### config.mk
export PLATFORM = sky130hd
export DESIGN_NAME = abb_ctrl
export DESIGN_NICKNAME = d
export VERILOG_FILES = /design/src/rtl/core/abb_pkg.sv /design/src/rtl/core/abb_ctrl.sv
export SDC_FILE = /design/constraint.sdc
export NUM_CORES = 1
export LEC_CHECK = 0
export BUFFER_PORTS_ARGS = -buffer_cell sky130_fd_sc_hd__buf_2
export CAP_MARGIN = 20
export CORE_AREA = 3 3 40 42
export CTS_CLUSTER_SIZE = 30
export DETAILED_ROUTE_END_ITERATION = 12
export DIE_AREA = 0 0 43 45
export PLACE_DENSITY_LB_ADDON = 0.08
export SLEW_MARGIN = 20
export SYNTH_ARGS = -nofsm -noshare
export SYNTH_HDL_FRONTEND = slang
export SYNTH_SLANG_ARGS = --single-unit
### constraint.sdc
create_clock -name i_clk -period 1.33 [get_ports i_clk]
set_input_delay 0.266 -clock i_clk [delete_from_list [all_inputs] [get_ports i_clk]]
set_output_delay 0.266 -clock i_clk [all_outputs]
set_load 0.03 [all_outputs]
### src/rtl/core/abb_pkg.sv
// ----------------------------------------------------------------------------
// Alpha blend blitter package
// Request and status codes, controller states, the command and status
// bundles between controller and datapath, and the divide-by-255 helper.
// ----------------------------------------------------------------------------
package abb_pkg;

    // Request kinds carried in the slave-side tuser.
    localparam logic [1:0] REQ_PUT   = 2'd0;
    localparam logic [1:0] REQ_BEGIN = 2'd1;
    localparam logic [1:0] REQ_PIXEL = 2'd2;
    localparam logic [1:0] REQ_READ  = 2'd3;

    // Result status codes carried in the master-side tuser.
    localparam logic [2:0] ST_WRITTEN = 3'd0;
    localparam logic [2:0] ST_SKIP    = 3'd1;
    localparam logic [2:0] ST_CLIPPED = 3'd2;
    localparam logic [2:0] ST_READ    = 3'd3;
    localparam logic [2:0] ST_SETUP   = 3'd4;
    localparam logic [2:0] ST_STRAY   = 3'd5;

    // Configuration register indexes.
    localparam logic REG_SCREEN_WIDTH  = 1'b0;
    localparam logic REG_SCREEN_HEIGHT = 1'b1;

    // Value the frame store holds after reset: opaque black.
    localparam logic [31:0] CLEAR_PIXEL = 32'hFF00_0000;

    // Controller states.
    typedef enum logic [2:0] {
        S_CLEAR,
        S_IDLE,
        S_EVAL,
        S_READ,
        S_MUL,
        S_WRITE,
        S_OUT
    } t_state;

    // One request as taken from the input channel.
    typedef struct packed {
        logic [1:0]         req_type;
        logic signed [10:0] dest_x;
        logic signed [10:0] dest_y;
        logic [10:0]        src_width;
        logic [10:0]        src_height;
        logic [31:0]        color;
    } t_req;

    // Commands from the controller to the datapath.
    typedef struct packed {
        logic clear;     // write one cleared entry and step the sweep
        logic capture;   // latch the incoming request
        logic eval;      // clip, address and blit position update
        logic read;      // frame store read
        logic mul;       // channel products
        logic write;     // blend, write back and form the result
        logic load_out;  // move the result into the output register
    } t_cmd;

    // Status from the datapath to the controller.
    typedef struct packed {
        logic clear_last;
        logic out_free;
    } t_sts;

    // floor(p / 255) for any p up to 255 * 255, by reciprocal and correction.
    function automatic logic [7:0] div255(input logic [15:0] p);
        logic [16:0] t;
        t = {1'b0, p} + 17'd1 + {9'd0, p[15:8]};
        return t[15:8];
    endfunction

endpackage

### src/rtl/core/abb_ctrl.sv
// ----------------------------------------------------------------------------
// Alpha blend blitter controller
// Sequences the clearing sweep after reset and the per-request steps:
// capture, evaluate, read, multiply, write back and hand-over.
// ----------------------------------------------------------------------------
module abb_ctrl import abb_pkg::*; (
    input  logic i_clk,
    input  logic i_rst_n,
    input  logic i_s_tvalid,
    output logic o_s_tready,
    input  t_sts i_sts,
    output t_cmd o_cmd
);

    t_state r_state;
    t_state n_state;

    // State register.
    always_ff @(posedge i_clk) begin
        if (!i_rst_n) begin
            r_state <= S_CLEAR;
        end else begin
            r_state <= n_state;
        end
    end

    // Next state and commands.
    always_comb begin
        n_state    = r_state;
        o_cmd      = '0;
        o_s_tready = 1'b0;
        unique case (r_state)
            S_CLEAR: begin
                o_cmd.clear = 1'b1;
                if (i_sts.clear_last) begin
                    n_state = S_IDLE;
                end
            end
            S_IDLE: begin
                o_s_tready    = 1'b1;
                o_cmd.capture = i_s_tvalid;
                if (i_s_tvalid) begin
                    n_state = S_EVAL;
                end
            end
            S_EVAL: begin
                o_cmd.eval = 1'b1;
                n_state    = S_READ;
            end
            S_READ: begin
                o_cmd.read = 1'b1;
                n_state    = S_MUL;
            end
            S_MUL: begin
                o_cmd.mul = 1'b1;
                n_state   = S_WRITE;
            end
            S_WRITE: begin
                o_cmd.write = 1'b1;
                n_state     = S_OUT;
            end
            S_OUT: begin
                // Wait until the output register is empty or being emptied.
                if (i_sts.out_free) begin
                    o_cmd.load_out = 1'b1;
                    n_state        = S_IDLE;
                end
            end
            default: begin
                n_state = S_CLEAR;
            end
        endcase
    end

endmodule

Word level (Yosys, flattened, before mapping):

Cells that the tools add are included.

* word-level logic and storage cells: 25
* bits in registers: 3
* output and inout port bits: 8

* mux-type cells: 13
* equality and inequality tests: 9
* reduce and logical (&&, ||, !) cells: 2

Operators with widths (number)
* one-hot mux 3 bit (7 select lines): 1
* equality test 3 bit, second input constant: 3
* 2-to-1 mux 1 bit: 9
* 2-to-1 mux 3 bit: 3
* equality test 3 x 2 -> 1 bit, second input constant: 2
* != test 2 bit, second input constant: 3
* equality test 3 x 1 -> 1 bit, second input constant: 1
* logical NOT 3 bit: 1
* AND reduction 3 bit: 1

Longest topological paths before layout:

* depth in word-level cells: 3
* mapped depth: 4
* depth with buffers taken out: 3

Worst setup path after synthesis:

No wires, ideal clock.

* path type: reg-to-output
* from: reg r_state[0]
* to: out o_cmd[5] (netlist name)
* stages on the path, launching flop included: 5
* path buffers: 1
* arrival time: 1.648 ns
* data required time: 1.064 ns
* setup slack: -0.584 ns
* cell sequence: dfxtp_1 -> buf_6 -> inv_1 -> nor3_1 -> and2_1

RTL lines
* start: declaration: RTL line abb_ctrl.sv:15 `t_state r_state;`
* start signal: assignment: RTL line abb_ctrl.sv:23 `r_state <= n_state;`
* end: declaration: RTL line abb_ctrl.sv:12 `output t_cmd o_cmd`

==> metrics <==
run status complete, but fails checks; violated checks negative setup slack; # rows 13; post-layout net count 58; gp weighted congestion 0.734; cts bufs inserted 3; CTS tree yes; Core Util, Final 37.5%; Synth top cells by count nor3_1 (5), nor2_1 (4), dfxtp_1 (3), o21ai_0 (3); Synth area leaders dfxtp_1 (24%), nor3_1 (10%), buf_6 (9.2%), o21ai_0 (6.1%), mux2_4 (6.1%); CTS Hold Buffers Added 0; die area 1940 um2; r2r endpoint r_state[1]$_SDFFE_PN0P_; area delta synth->final 96.4%; area leader, netlist dfxtp_1; Sw Share 43.7%; Final Max Tran Viols 0; drt pass-1 iters 1; cell with the most instances after synthesis nor3_1; layout cell share with drive strength beyond 1 67.3%; diode count 0; largest net degree at the start of global routing 8; gr usage total 9.51%; Pleak 0.000206 uW; crit path launch r_state[1]$_SDFFE_PN0P_; Clk network pwr share 18.8%; synth warn 0; final hold vios 0; Clock Tree Root clkbuf_4; routed wire length per instance 11.5 um; EDFF count, synth 0; routed via count 306; Comb power frac 59.9%; WHS 0.301 ns; Avg Cell Area, Syn 7.66 um2; Crit Path Category flop to output port; cells on worst reg2reg path 4; flop2flop setup slack 0.08 ns; routed wire length 768 um; grt total ovfl 0; Adder-Cell Fraction of Synth Area 0%; first-pass GRT wire length 1370 um; minimum clock period 1.33 ns; CP max FO 6; drt drc 0; Worst Hold Class input pin to flop; Post-synth top flop dfxtp_1; Tot Pwr 861 uW; Peak Freq 0.750 GHz; Seq cells post-synth 3; Detailed Route Iter0 Violations 0; endpoint required time on the critical path 1.06 ns; fin crit share 100%; top flop regs r_state: 3 flops; PwrDens 1790 nW/um2; vias in the first global route 316; Port Buffers 12; sequential area share after synthesis 24.5%; sw power 376 uW; Final WS setup -0.00324 ns; mux contribution to synthesized area 6.12%; Cells after Synth 32; max FFs per register 3; # IOs 13; slew margin rel. 82.0%; post-route ant nets 0; post-synthesis xor/xnor area fraction 0%; Synth async-reset ratio 0%; Int Pwr 485 uW; Netlist Area Pre-Place 245 um2; worst-margin pin slew 0.268 ns; Syn Nets 37; core area 1280 um2; Max IR drop VDD 0.742 mV; Post-Synth Simple-Gate Area 33.2%; power share of the sequential group 21.2%; startpoint types flop; die height 45 um; initial antenna violation count 0; Setup violations, final 1; Largest Register r_state; max cap viols 0; Reg clk slew, reported paths 0.04 ns; RSZ-0062 raised after global routing yes; reg-to-reg startpoint r_state[0]$_SDFFE_PN0P_; Worst Setup End Kind output port; H-tree levels 1; worst skew pair latency 0.23 ns; critical path endpoint o_cmd[6]; initial core utilization 19.1%; clock buffer depth 2; Critical Path AT 1.07 ns; Compound-Gate Fraction of Synth Area 24.0%; post-synth top area share 24.5%; chip width 43 um; HPWL Detailed 558 um; clk sink count 3; largest family of logic cells by synthesized area simple AND/OR/NAND/NOR gates; Vias per Instance 4.57; skew final 0.00458 ns; Distinct cells, synth 18
## power groups by stage
stage	Combinational, uW	Sequential, uW	Clock [uW]
3_5_place_dp	386	160	0
4_1_cts	482	180	170
3_3_place_gp	385	163	0
5_1_grt	557	189	184
2_1_floorplan	304	143	0
6_report	516	183	162
## metal layers
layer / vias to the layer above / wire length [um] / GRT usage (%)
met3: 0 / 53 / 2.79
met5: - / 0 / 0
met2: 9 / 385 / 15.6
met1: 142 / 329 / 11.1
li1: 155 / - / -
met4: 0 / 0 / 5.42
## metrics by stage
stage | cell area [um2] | TNS, ns | worst slack [ns] | std cells
2_1_floorplan | 267 | -0.555 | -0.186 | 32
5_1_grt | 482 | -0.257 | -0.0573 | 67
3_3_place_gp | 353 | 0 | 0.0879 | 61
3_5_place_dp | 353 | 0 | 0.0762 | 61
4_1_cts | 450 | -0.0379 | -0.0180 | 66
6_report | 482 | -0.00324 | -0.00324 | 67
## critical path, cell delays in order, from the launching register on
cell	delay, ns
dfxtp_4	0.37
buf_6	0.13
nor3_4	0.19
buf_6	0.15
## cell usage in the layout, fill, tap and decap left out
master,n
inv_4,2
nand2_2,1
a21o_1,1
nand2b_1,1
buf_4,6
o21ai_0,3
a31oi_1,1
nand2_1,1
buf_6,7
nor3_2,2
clkbuf_4,3
clkbuf_1,1
nor3_4,3
and4_1,1
a211o_1,1
nor2b_1,2
a221oi_1,1
mux2_4,1
dfxtp_4,3
o31ai_2,1
and2_4,1
buf_2,5
nor2_1,4
## timing repair
action	CTS	global route
pin swaps	3	1
gates resized for setup	25	6
endpoints found under the hold margin	0	0
setup endpoints to repair	8	7
buffers inserted	1	1
## worst min path at each step
| stage | from | end | slack [ns] | depth (start not counted) |
|---|---|---|---|---|
| after global placement | i_rst_n | r_state[0]$_SDFFE_PN0P_ | 0.56 | 2 |
| after detailed placement | i_rst_n | r_state[0]$_SDFFE_PN0P_ | 0.57 | 2 |
| after CTS | i_rst_n | r_state[2]$_SDFFE_PN0P_ | 0.31 | 3 |
| after global routing | i_rst_n | r_state[2]$_SDFFE_PN0P_ | 0.31 | 3 |
| final | i_rst_n | r_state[2]$_SDFFE_PN0P_ | 0.30 | 3 |
| after floorplan | i_rst_n | r_state[2]$_SDFFE_PN0P_ | 0.40 | 2 |
## cell families (layout without fill, tap and decap cells)
family                 after synthesis  after routing
and+or+nand+nor                     16             16
DFF                                  3              3
muxes                                1              1
buffers and inverters                4             24
AOI/OAI and AO/OA                    8              8
## layout make-up
cell class / count / area, um2
fillers: 141 / 803
multi-input cells: 25 / 204
repair buffers: 18 / 149
flip-flops and latches: 3 / 71.3
clock buffers: 4 / 26.3
well taps: 15 / 18.8
inverters: 2 / 12.5
(Power assumes the default switching activity.)
